==> src/hdl/mfhs_pkg.sv <==
// Shared types and constants for the motor fader hold-off scheduler.
`default_nettype none
package mfhs_pkg;

  localparam int NUM_FADERS_DEF = 13;
  localparam int POS_W          = 12;
  localparam int HOLD_W         = 8;
  localparam int FIDX_W         = 4;
  localparam logic [HOLD_W-1:0] HOLD_RESET = 8'd10;

  typedef enum logic [1:0] {
    CMD_SET   = 2'd0,
    CMD_MOVED = 2'd1,
    CMD_TICK  = 2'd2,
    CMD_RESET = 2'd3
  } cmd_t;

  // Commands from the controller to the datapath.
  typedef struct packed {
    logic wr_target;  // store target at the addressed fader
    logic wr_moved;   // store target, driven position and hold-off
    logic step;       // process the walked entry
    logic clear;      // walk clears instead of ticking
    logic flush;      // deliver the held word as the final one
  } dp_cmd_t;

endpackage
`default_nettype wire

==> src/hdl/motor_fader_holdoff_scheduler_unit.sv <==
// Set and moved items are written straight away; busy stays low and the next item may follow at once.
// Tick and reset items walk one fader entry per cycle, then flush: busy is high through
// the walk and the flush, and the next item is accepted once busy has fallen again.
// Move words come out in fader order, one cycle each; a word leaves the cycle after the
// step that finds the next word, and the last one leaves the cycle after the flush.
// Synchronous rst clears targets, driven positions and hold-offs and loads hold_ticks to 10.
`default_nettype none
module motor_fader_holdoff_scheduler_unit #(
  parameter int NUM_FADERS = mfhs_pkg::NUM_FADERS_DEF,
  localparam int IDX_W = (NUM_FADERS > 1) ? $clog2(NUM_FADERS) : 1
) (
  input  wire logic                          clk,
  input  wire logic                          rst,
  input  wire logic                          start,
  output logic                               busy,
  input  wire logic [1:0]                    cmd,
  input  wire logic [mfhs_pkg::FIDX_W-1:0]   fader_index,
  input  wire logic [mfhs_pkg::POS_W-1:0]    position,
  input  wire logic                          cfg_valid,
  output logic                               cfg_ready,
  input  wire logic [mfhs_pkg::HOLD_W-1:0]   cfg_data,
  output logic                               move_strobe,
  output logic [mfhs_pkg::FIDX_W-1:0]        move_index,
  output logic [mfhs_pkg::POS_W-1:0]         move_position,
  output logic                               last
);

  mfhs_pkg::dp_cmd_t dp_cmd;
  logic [IDX_W-1:0]  step_idx;

  assign cfg_ready = 1'b1;

  mfhs_ctrl #(.NUM_FADERS(NUM_FADERS)) u_ctrl (
    .clk         (clk),
    .rst         (rst),
    .start       (start),
    .cmd         (cmd),
    .fader_index (fader_index),
    .busy        (busy),
    .dp_cmd      (dp_cmd),
    .step_idx    (step_idx)
  );

  mfhs_dp #(.NUM_FADERS(NUM_FADERS)) u_dp (
    .clk           (clk),
    .rst           (rst),
    .dp_cmd        (dp_cmd),
    .step_idx      (step_idx),
    .fader_index   (fader_index),
    .position      (position),
    .cfg_we        (cfg_valid && cfg_ready),
    .cfg_data      (cfg_data),
    .move_strobe   (move_strobe),
    .move_index    (move_index),
    .move_position (move_position),
    .last          (last)
  );

  // A move word only ever leaves as part of a walk.
  a_strobe_in_walk: assert property (@(posedge clk) disable iff (rst)
    move_strobe |-> $past(busy))
    else $error("move word outside a walk");

  a_walk_starts: assert property (@(posedge clk) disable iff (rst)
    (start && !busy && (cmd == mfhs_pkg::CMD_TICK || cmd == mfhs_pkg::CMD_RESET)) |=> busy)
    else $error("tick or reset did not start a walk");

  a_update_single: assert property (@(posedge clk) disable iff (rst)
    (start && !busy && (cmd == mfhs_pkg::CMD_SET || cmd == mfhs_pkg::CMD_MOVED)) |=> !busy)
    else $error("set or moved item left the block busy");

  a_last_closes: assert property (@(posedge clk) disable iff (rst)
    (move_strobe && last) |=> !move_strobe)
    else $error("word after the final move word");

endmodule
`default_nettype wire

==> src/hdl/mfhs_ctrl.sv <==
// Controller: accepts items, walks the fader entries, closes each walk with a flush.
`default_nettype none
module mfhs_ctrl #(
  parameter int NUM_FADERS = mfhs_pkg::NUM_FADERS_DEF,
  localparam int IDX_W = (NUM_FADERS > 1) ? $clog2(NUM_FADERS) : 1,
  localparam int CNT_W = $clog2(NUM_FADERS + 1)
) (
  input  wire logic                        clk,
  input  wire logic                        rst,
  input  wire logic                        start,
  input  wire logic [1:0]                  cmd,
  input  wire logic [mfhs_pkg::FIDX_W-1:0] fader_index,
  output logic                             busy,
  output mfhs_pkg::dp_cmd_t                dp_cmd,
  output logic [IDX_W-1:0]                 step_idx
);

  typedef enum logic [1:0] {
    ST_IDLE,
    ST_WALK,
    ST_FLUSH
  } state_t;

  state_t           state;
  logic [CNT_W-1:0] cnt;
  logic             clear_op;
  logic             in_range;
  logic             accept;

  assign accept   = start && (state == ST_IDLE);
  assign in_range = ({28'b0, fader_index} < 32'(NUM_FADERS));
  assign busy     = (state != ST_IDLE);
  assign step_idx = cnt[IDX_W-1:0];

  always_comb begin
    dp_cmd           = '0;
    dp_cmd.wr_target = accept && in_range && (mfhs_pkg::cmd_t'(cmd) == mfhs_pkg::CMD_SET);
    dp_cmd.wr_moved  = accept && in_range && (mfhs_pkg::cmd_t'(cmd) == mfhs_pkg::CMD_MOVED);
    dp_cmd.step      = (state == ST_WALK);
    dp_cmd.clear     = clear_op;
    dp_cmd.flush     = (state == ST_FLUSH);
  end

  always_ff @(posedge clk) begin
    if (rst) begin
      state    <= ST_IDLE;
      cnt      <= '0;
      clear_op <= 1'b0;
    end else begin
      unique case (state)
        ST_IDLE: begin
          cnt <= '0;
          if (accept) begin
            unique case (mfhs_pkg::cmd_t'(cmd))
              mfhs_pkg::CMD_TICK: begin
                state    <= ST_WALK;
                clear_op <= 1'b0;
              end
              mfhs_pkg::CMD_RESET: begin
                state    <= ST_WALK;
                clear_op <= 1'b1;
              end
              default: state <= ST_IDLE;
            endcase
          end
        end
        ST_WALK: begin
          if (cnt == CNT_W'(NUM_FADERS - 1)) begin
            state <= ST_FLUSH;
          end else begin
            cnt <= cnt + 1'b1;
          end
        end
        ST_FLUSH: state <= ST_IDLE;
        default:  state <= ST_IDLE;
      endcase
    end
  end

endmodule
`default_nettype wire

==> src/hdl/mfhs_dp.sv <==
// Datapath: per-fader state, hold-off register and one-word-deep move output holder.
`default_nettype none
module mfhs_dp #(
  parameter int NUM_FADERS = mfhs_pkg::NUM_FADERS_DEF,
  localparam int IDX_W = (NUM_FADERS > 1) ? $clog2(NUM_FADERS) : 1
) (
  input  wire logic                          clk,
  input  wire logic                          rst,
  input  wire mfhs_pkg::dp_cmd_t             dp_cmd,
  input  wire logic [IDX_W-1:0]              step_idx,
  input  wire logic [mfhs_pkg::FIDX_W-1:0]   fader_index,
  input  wire logic [mfhs_pkg::POS_W-1:0]    position,
  input  wire logic                          cfg_we,
  input  wire logic [mfhs_pkg::HOLD_W-1:0]   cfg_data,
  output logic                               move_strobe,
  output logic [mfhs_pkg::FIDX_W-1:0]        move_index,
  output logic [mfhs_pkg::POS_W-1:0]         move_position,
  output logic                               last
);

  logic [mfhs_pkg::POS_W-1:0]  target [NUM_FADERS];
  logic [mfhs_pkg::POS_W-1:0]  driven [NUM_FADERS];
  logic [mfhs_pkg::HOLD_W-1:0] holdoff [NUM_FADERS];
  logic [mfhs_pkg::HOLD_W-1:0] hold_ticks;

  logic                        pend_v;
  logic [IDX_W-1:0]            pend_idx;
  logic [mfhs_pkg::POS_W-1:0]  pend_pos;
  logic [IDX_W-1:0]            out_idx;

  logic [IDX_W+mfhs_pkg::FIDX_W-1:0] fi_ext;
  logic [IDX_W+mfhs_pkg::FIDX_W-1:0] oi_ext;
  logic [IDX_W-1:0]                  wr_idx;

  logic [mfhs_pkg::POS_W-1:0]  cur_target;
  logic [mfhs_pkg::POS_W-1:0]  cur_driven;
  logic [mfhs_pkg::HOLD_W-1:0] cur_hold;
  logic                        emit;
  logic [mfhs_pkg::POS_W-1:0]  emit_pos;

  assign fi_ext = (IDX_W + mfhs_pkg::FIDX_W)'(fader_index);
  assign wr_idx = fi_ext[IDX_W-1:0];
  assign oi_ext = (IDX_W + mfhs_pkg::FIDX_W)'(out_idx);
  assign move_index = oi_ext[mfhs_pkg::FIDX_W-1:0];

  assign cur_target = target[step_idx];
  assign cur_driven = driven[step_idx];
  assign cur_hold   = holdoff[step_idx];

  always_comb begin
    if (dp_cmd.clear) begin
      emit     = dp_cmd.step;
      emit_pos = '0;
    end else begin
      emit     = dp_cmd.step && (cur_hold == '0) && (cur_driven != cur_target);
      emit_pos = cur_target;
    end
  end

  // Fader state.
  always_ff @(posedge clk) begin
    if (rst) begin
      for (int i = 0; i < NUM_FADERS; i++) begin
        target[i]  <= '0;
        driven[i]  <= '0;
        holdoff[i] <= '0;
      end
      hold_ticks <= mfhs_pkg::HOLD_RESET;
    end else begin
      if (cfg_we) begin
        hold_ticks <= cfg_data;
      end
      if (dp_cmd.wr_target) begin
        target[wr_idx] <= position;
      end
      if (dp_cmd.wr_moved) begin
        target[wr_idx]  <= position;
        driven[wr_idx]  <= position;
        holdoff[wr_idx] <= hold_ticks;
      end
      if (dp_cmd.step) begin
        if (dp_cmd.clear) begin
          holdoff[step_idx] <= '0;
          driven[step_idx]  <= '0;
        end else if (cur_hold != '0) begin
          holdoff[step_idx] <= cur_hold - 1'b1;
        end else begin
          driven[step_idx] <= cur_target;
        end
      end
    end
  end

  // Hold one move word back so the final one of a walk can carry last.
  always_ff @(posedge clk) begin
    if (rst) begin
      pend_v      <= 1'b0;
      move_strobe <= 1'b0;
      last        <= 1'b0;
    end else begin
      move_strobe <= 1'b0;
      last        <= 1'b0;
      if (emit) begin
        move_strobe <= pend_v;
        pend_v      <= 1'b1;
      end else if (dp_cmd.flush) begin
        move_strobe <= pend_v;
        last        <= 1'b1;
        pend_v      <= 1'b0;
      end
    end
  end

  always_ff @(posedge clk) begin
    if (emit) begin
      pend_idx <= step_idx;
      pend_pos <= emit_pos;
    end
    if (emit || dp_cmd.flush) begin
      out_idx       <= pend_idx;
      move_position <= pend_pos;
    end
  end

endmodule
`default_nettype wire
==> config.mk <==
export PLATFORM = sky130hd
export DESIGN_NAME = motor_fader_holdoff_scheduler_unit
export DESIGN_NICKNAME = d
export VERILOG_FILES = /design/src/hdl/mfhs_pkg.sv /design/src/hdl/motor_fader_holdoff_scheduler_unit.sv /design/src/hdl/mfhs_ctrl.sv /design/src/hdl/mfhs_dp.sv
export SDC_FILE = /design/constraint.sdc
export NUM_CORES = 1
export LEC_CHECK = 0
export ABC_AREA = 1
export BUFFER_PORTS_ARGS = -buffer_cell sky130_fd_sc_hd__buf_4
export CAP_MARGIN = 15
export CORE_ASPECT_RATIO = 1.5
export CORE_MARGIN = 5
export CORE_UTILIZATION = 45
export DETAILED_ROUTE_END_ITERATION = 16
export PLACE_DENSITY = 0.61
export SYNTH_ARGS = -nofsm -noshare
export SYNTH_HDL_FRONTEND = slang
export SYNTH_SLANG_ARGS = --single-unit
==> constraint.sdc <==
create_clock -name clk -period 4.1 [get_ports clk]
set_input_delay 0.41 -clock clk [delete_from_list [all_inputs] [get_ports clk]]
set_output_delay 0.41 -clock clk [all_outputs]
set_load 0.01 [all_outputs]
==> impl_metrics.yaml, run 1 <==
status:
  outcome: "completed"
drt:
  antenna_left: 0
  post-route-drc-count: 0
  dr.pass1.iters: 5
  detail_route.iter0.violations: 1608
  vias_per_cell: 5.43
  wl_mm: 72.4
  wl_per_cell_um: 20.6
  vias: 19100
worst_setup_path:
  crit_fanout: 44
  required_ns: 4.37
  cp-end-kind: "register"
  critPathLaunchType: "register"
  critical_path_class: "register to register"
  cp_data_arrival_time_ns: 4.10
placement:
  placement.io_buffers: 48
  place_hpwl_mm: 48.9
  place_congestion: 0.940
global_routing:
  grt_pass1_vias: 19100
  grt_max_degree: 124
  grt_pass1_wl_mm: 111
  track_usage_pct: 22.9
  grt_antenna_before_repair: 1
  grt-ovfl-total: 0
timing:
  rsz0062_at_grt: "no"
  skew_ns: 0.0408
  slew_headroom_pct: 37.1
  hold_viol_final: 0
  layout_min_cycle_time_ns: 3.83
  finalSetupTns_ns: 0
  fin_crit_sh_pct: 93.3
  setup_viol: 0
  finalMaxSlewViolations: 0
  worstMarginPinSlew_ns: 0.944
  clock.fmax_ghz: 0.261
clock_network:
  root_buffer: "clkbuf_16"
  tritoncts: "done"
  cts_sinks: 566
  h-tree-depth: 2
  clk_path_buf_depth: 3
  clk-insertion-delay-late_ns: 0.64
  path_clk_slew_ns: 0.07
  numCtsBuffers: 55
flow_run:
  drv_cap: 0
yosys:
  netlist_area_sq_um: 26200
  synthTopCellsByArea: "edfxtp_1 (62%), nor2_1 (9.9%), nand2_1 (4.7%), nand3_1 (4.6%), o21ai_0 (3.6%)"
  synth_top_flop_cell: "edfxtp_1"
  synth.top_cell.area_share_pct: 62.5
  avgSynthCellArea_sq_um: 9.91
  synthCells: 2639
  synth_edf_count: 544
  ys_ff_latch: 566
  ys_types: 38
  synthTopCellsByCount: "nor2_1 (692), edfxtp_1 (544), nand2_1 (328)"
  ys_async_sr_fraction_pct: 0
  yosysWarnings: 0
  synth_top_cell_by_area: "edfxtp_1"
  yosysSeqAreaShare_pct: 64.2
  synth.most_common_cell: "nor2_1"
power_and_ir_drop:
  netSwitchingFraction_pct: 24.6
  switchingPower_w: 0.00314
  seqPwrFrac_pct: 51.8
  clkPwrFrac_pct: 39.2
  p_per_area_nw_per_um2: 434
  ir_drop_mv: 0.346
  comb_power_share_pct: 9.1
  internal-power_w: 0.00963
  power.leakage_nw: 11.2
finish:
  fill_cells: 5216
  area_growth_pct: 12.4
  fin_util_pct: 51.0
  drive_gt1_share_pct: 11.1
  final_nets: 2731
floorplan:
  die-area_sq_um: 63100
  io-pin-count: 50
  start_util_pct: 45.3
  die_h_um: 305
  rows: 108
  die_x_um: 207
  fp.coreArea_sq_um: 57700
hold_path:
  min_path_type: "input pin to register"
-- cells in the final DEF (no fill, tap or decap), drive strengths merged --
cell and n:
nor2 701, ha 4, nand3 245, diode 1, dfxtp 22, a211oi 1, inv 168, a21oi 19
nor3 113, edfxtp 544, clkbuf 63, dlygate4sd3 17, xor2 2, o22ai 2, clkinv 29, o31ai 1
xnor2 4, nand2 352, clkinvlp 1, o21ai 218, o211ai 50, nor4 1, conb 37, nand4 2
buf 137, bufinv 5, or2 2
-- critical path, stage by stage, from the launching register on --
cell      delay (ns)
dfxtp_4         0.57
inv_6           0.20
nor2_1          0.14
nor2_1          0.05
o21ai_1         0.10
o211ai_1        0.11
o211ai_1        0.11
nand2_1         0.10
inv_2           0.10
ha_1            0.15
nand3_1         0.12
nor2_4          0.18
nand2_2         0.11
nand2_4         0.16
nand2_2         0.22
nand2_1         0.13
nand2_1         0.15
nor2_4          0.24
nand2_2         0.18
nand2_1         0.29
-- routing by layer --
layer	vias up	GRT usage [%]	wire length, um
met5	-	0	0
met4	0	12.7	4540
met3	204	2.88	3500
met2	620	42.1	39000
met1	9240	25.4	25400
li1	9001	-	-
-- cell families (layout without fill, tap and decap cells) --
family	after synthesis	after routing	synth area share, %
AO/OA/AOI/OAI	291	291	6.26
adder cells (fa/ha/maj)	4	4	0.191
XOR/XNOR	6	6	0.201
buffers and inverters	354	420	5.92
AND/OR/NAND/NOR	1416	1416	23.2
flip-flops	566	566	64.2
other	2	38	0.0287
-- path summary, 6_finish.rpt --
kind	to	startpoint	cells after the start	slack (ns)
max	u_dp.holdoff[2][2]	register	19	0.27
min	u_dp.target[14][3]	position[3]	1	0.02
max reg2reg	u_dp.holdoff[2][2]	register	19	0.27
min reg2reg	u_dp.move_index[0]	u_dp.pend_idx[0]	0	0.41
-- power groups by stage --
stage               Combinational (W)  Sequential (W)  Clock, W
floorplan                    0.000749         0.00670         0
global placement              0.00113         0.00673         0
detailed placement            0.00114         0.00674         0
CTS                           0.00116         0.00661   0.00509
global route                  0.00126         0.00662   0.00533
finish                        0.00116         0.00661   0.00500
-- state kept, by name (all words and copies together), names as in the netlist, 8 cells and up, named ones only --
name / flops
u_dp.holdoff: 128
u_dp.target: 192
u_dp.move_position: 12
u_dp.pend_pos: 12
u_dp.hold_ticks: 8
u_dp.driven: 192
-- per-stage QoR --
stage | power (W) | hold slack [ns] | setup slack [ns] | cell area, sq um | std cells
floorplan | 0.00745 | 0.400 | 0.326 | 26300 | 2674
global placement | 0.00786 | 0.403 | 0.382 | 27500 | 3393
detailed placement | 0.00788 | 0.405 | 0.318 | 27500 | 3393
CTS | 0.0129 | 0.00227 | 0.263 | 29400 | 3510
global route | 0.0132 | 0.00874 | 0.0371 | 29400 | 3511
finish | 0.0128 | 0.0240 | 0.273 | 29400 | 3511
-- area by class of cell --
class	count	area, sq um	area share (%)
clock buffer	63	1410	4.78
timing repair buffer	154	1310	4.46
tap	770	963	3.28
inverter	166	631	2.14
antenna	1	2.50	0.00851
clock inverter	37	339	1.15
multi-input combinational	1754	7960	27.1
sequential	566	16800	57.1
-- what timing repair did --
| item | in CTS | in global routing |
|---|---|---|
| setup buffers | 0 | 0 |
| endpoints found under the hold margin | 38 | 0 |
| hold buffers | 17 | 0 |
| resized for setup | 0 | 1 |
| setup endpoints to repair | 0 | 3 |
(Power assumes the default switching activity.)
==> inputs of run 2 (changes only) <==
--- a/config.mk
+++ b/config.mk
@@ -5,7 +5,6 @@
 export SDC_FILE = /design/constraint.sdc
 export NUM_CORES = 1
 export LEC_CHECK = 0
-export ABC_AREA = 1
 export BUFFER_PORTS_ARGS = -buffer_cell sky130_fd_sc_hd__buf_4
 export CAP_MARGIN = 15
 export CORE_ASPECT_RATIO = 1.5
==> impl_metrics.yaml, run 2 <==
status:
  outcome: "completed"
drt:
  antenna_left: 0
  wl_mm: 64.7
  post-route-drc-count: 0
  vias: 14000
  detail_route.iter0.violations: 1116
  dr.pass1.iters: 7
  vias_per_cell: 5.49
  wl_per_cell_um: 25.3
worst_setup_path:
  rrSetupSlack_ns: 0.25
  cp_data_arrival_time_ns: 4.17
  critPathLaunchType: "register"
  r2r-end: "u_dp.driven[0][6]"
  critical_path_class: "register to register"
  cp-end-kind: "register"
  crit_fanout: 57
  worst_r2r_path_depth: 8
  required_ns: 4.41
timing:
  setup_viol: 0
  fin_crit_sh_pct: 94.0
  finalMaxSlewViolations: 0
  layout_min_cycle_time_ns: 3.85
  hold_viol_final: 0
  clock.fmax_ghz: 0.259
  rsz0062_at_grt: "no"
  skew_ns: 0.0270
  finalSetupTns_ns: 0
  slew_headroom_pct: 22.5
  worstMarginPinSlew_ns: 1.16
yosys:
  yosysSeqAreaShare_pct: 66.1
  netlist_area_sq_um: 25400
  avgSynthCellArea_sq_um: 15.4
  synthTopCellsByArea: "edfxtp_1 (64%), mux4_2 (12%), nor2_1 (4.8%), and2_1 (4.0%), dfxtp_1 (1.7%)"
  synth.most_common_cell: "edfxtp_1"
  synth_top_flop_cell: "edfxtp_1"
  ys_types: 65
  synthCells: 1644
  synth_edf_count: 544
  yosysWarnings: 0
  synth_top_cell_by_area: "edfxtp_1"
  ys_async_sr_fraction_pct: 0
  synth.top_cell.area_share_pct: 64.4
  ys_ff_latch: 566
  synthTopCellsByCount: "edfxtp_1 (544), nor2_1 (324), and2_1 (162)"
placement:
  place_congestion: 0.877
  place_hpwl_mm: 45.0
  placement.io_buffers: 48
hold_path:
  worstHoldStart: "cfg_data[3]"
  min_path_type: "input pin to register"
  min_to: "u_dp.hold_ticks[3]"
  hold_path_depth: 2
clock_network:
  h-tree-depth: 2
  clk-insertion-delay-late_ns: 0.60
  clk_path_buf_depth: 3
  numCtsBuffers: 53
  path_clk_slew_ns: 0.06
  cts_sinks: 566
  tritoncts: "done"
  root_buffer: "clkbuf_16"
  post_cts.repair.setup_buffers: 0
power_and_ir_drop:
  ir_drop_mv: 0.256
  p_per_area_nw_per_um2: 424
  power.leakage_nw: 10.2
  total_power_w: 0.0122
finish:
  antenna_cells: 0
  final_cell_mix: "edfxtp_1 (544), nor2_1 (323), and2_1 (162), buf_4 (136), mux4_2 (133)"
  final_nets: 1791
  area_growth_pct: 13.2
  drive_gt1_share_pct: 25.1
  fill_cells: 4676
  layout_commonest_cell: "edfxtp_1"
  largestRegisters: "u_dp.driven x192, u_dp.target x192, u_dp.holdoff x128"
floorplan:
  die_x_um: 204
  fp.coreArea_sq_um: 55800
  die-area_sq_um: 61300
  io-pin-count: 50
  die_h_um: 301
  start_util_pct: 45.4
  rows: 106
global_routing:
  track_usage_pct: 21.4
  grt_pass1_wl_mm: 96.4
  grt_antenna_before_repair: 0
  grt_max_degree: 69
  grt_pass1_vias: 14800
  grt-ovfl-total: 0
flow_run:
  drv_cap: 0
## run 2: cell count changes in the layout (fill, tap and decap cells not counted), sizes merged, moves of 27 or more
cell | before | now
nor2 | 701 | 335
nand2 | 352 | 31
nand3 | 245 | 6
o21ai | 218 | 6
and2 | 0 | 163
inv | 168 | 29
mux4 | 0 | 133
nor3 | 113 | 17
o211ai | 50 | 1
nand2b | 0 | 32
a31oi | 0 | 27
## run 2: per-layer routing
layer  global-route usage (%)  vias up  routed length (um)
li1                         -     6299                   -
met1                     25.0     7247               23400
met2                     39.7      393               35700
met3                     2.96      106                2880
met4                     8.07        0                2630
met5                        0        -                   0
## run 2: cell families after synthesis
| logic type | after synthesis | synth area share [%] |
|---|---|---|
| compound gates | 121 | 5.11 |
| xor+xnor | 17 | 0.587 |
| fa+ha+maj | 4 | 0.197 |
| buf+inv | 151 | 3.07 |
| flops | 566 | 66.1 |
| mux | 150 | 12.6 |
| other cells | 2 | 0.0296 |
| simple gates | 633 | 12.3 |
## run 2: what timing repair did
action	CTS	global route
endpoints found under the hold margin	1	0
resized for setup	0	1
hold buffers	1	0
endpoints found under the setup margin	0	16
## run 2: how the worst max path moves through the flow
stage                        end      from  depth (start not counted)
2_1_floorplan   u_dp.pend_idx[0]  register                         11
3_3_place_gp    u_dp.pend_pos[4]  register                          8
3_5_place_dp    u_dp.pend_pos[3]  register                          8
4_1_cts        u_dp.pend_pos[10]  register                          8
5_1_grt        u_dp.driven[9][5]  register                          8
6_report       u_dp.driven[0][6]  register                          8
## run 2: critical path: stages (launching register included)
cell,delay (ns)
dfxtp_4,0.59
buf_12,0.41
mux4_2,0.63
nor3_1,0.27
o221a_2,0.34
o2111ai_4,0.25
buf_12,0.28
a31oi_4,0.51
nor2_1,0.12
## run 2: where the power goes
| part | leakage (nW) | switching [W] | internal, W |
|---|---|---|---|
| Sequential | 5.69 | 0.0000665 | 0.00652 |
| Clock | 0.822 | 0.00214 | 0.00272 |
| Combinational | 3.64 | 0.000467 | 0.000271 |
## run 2: area by class of cell
| cell class | instances | area (sq um) | share of cell area (%) |
|---|---|---|---|
| clock inverters | 38 | 322 | 1.12 |
| multi-input cells | 962 | 7970 | 27.8 |
| clock buffers | 60 | 1370 | 4.79 |
| inverters | 28 | 105 | 0.366 |
| flip-flops and latches | 566 | 16800 | 58.5 |
| repair buffers | 146 | 1210 | 4.22 |
| well taps | 756 | 946 | 3.29 |
## run 2: metrics by stage
stage	instance area, sq um	setup slack, ns	cells	utilization (%)	hold slack, ns
after global routing	28700	0.0125	2556	51.4	0.0216
after CTS	28700	0.141	2556	51.4	0.00147
after global placement	27000	0.188	2457	48.3	0.401
after floorplan	25500	0.276	1679	-	0.400
after detailed placement	27000	0.148	2457	48.3	0.408
final	28700	0.246	2556	51.4	0.0285
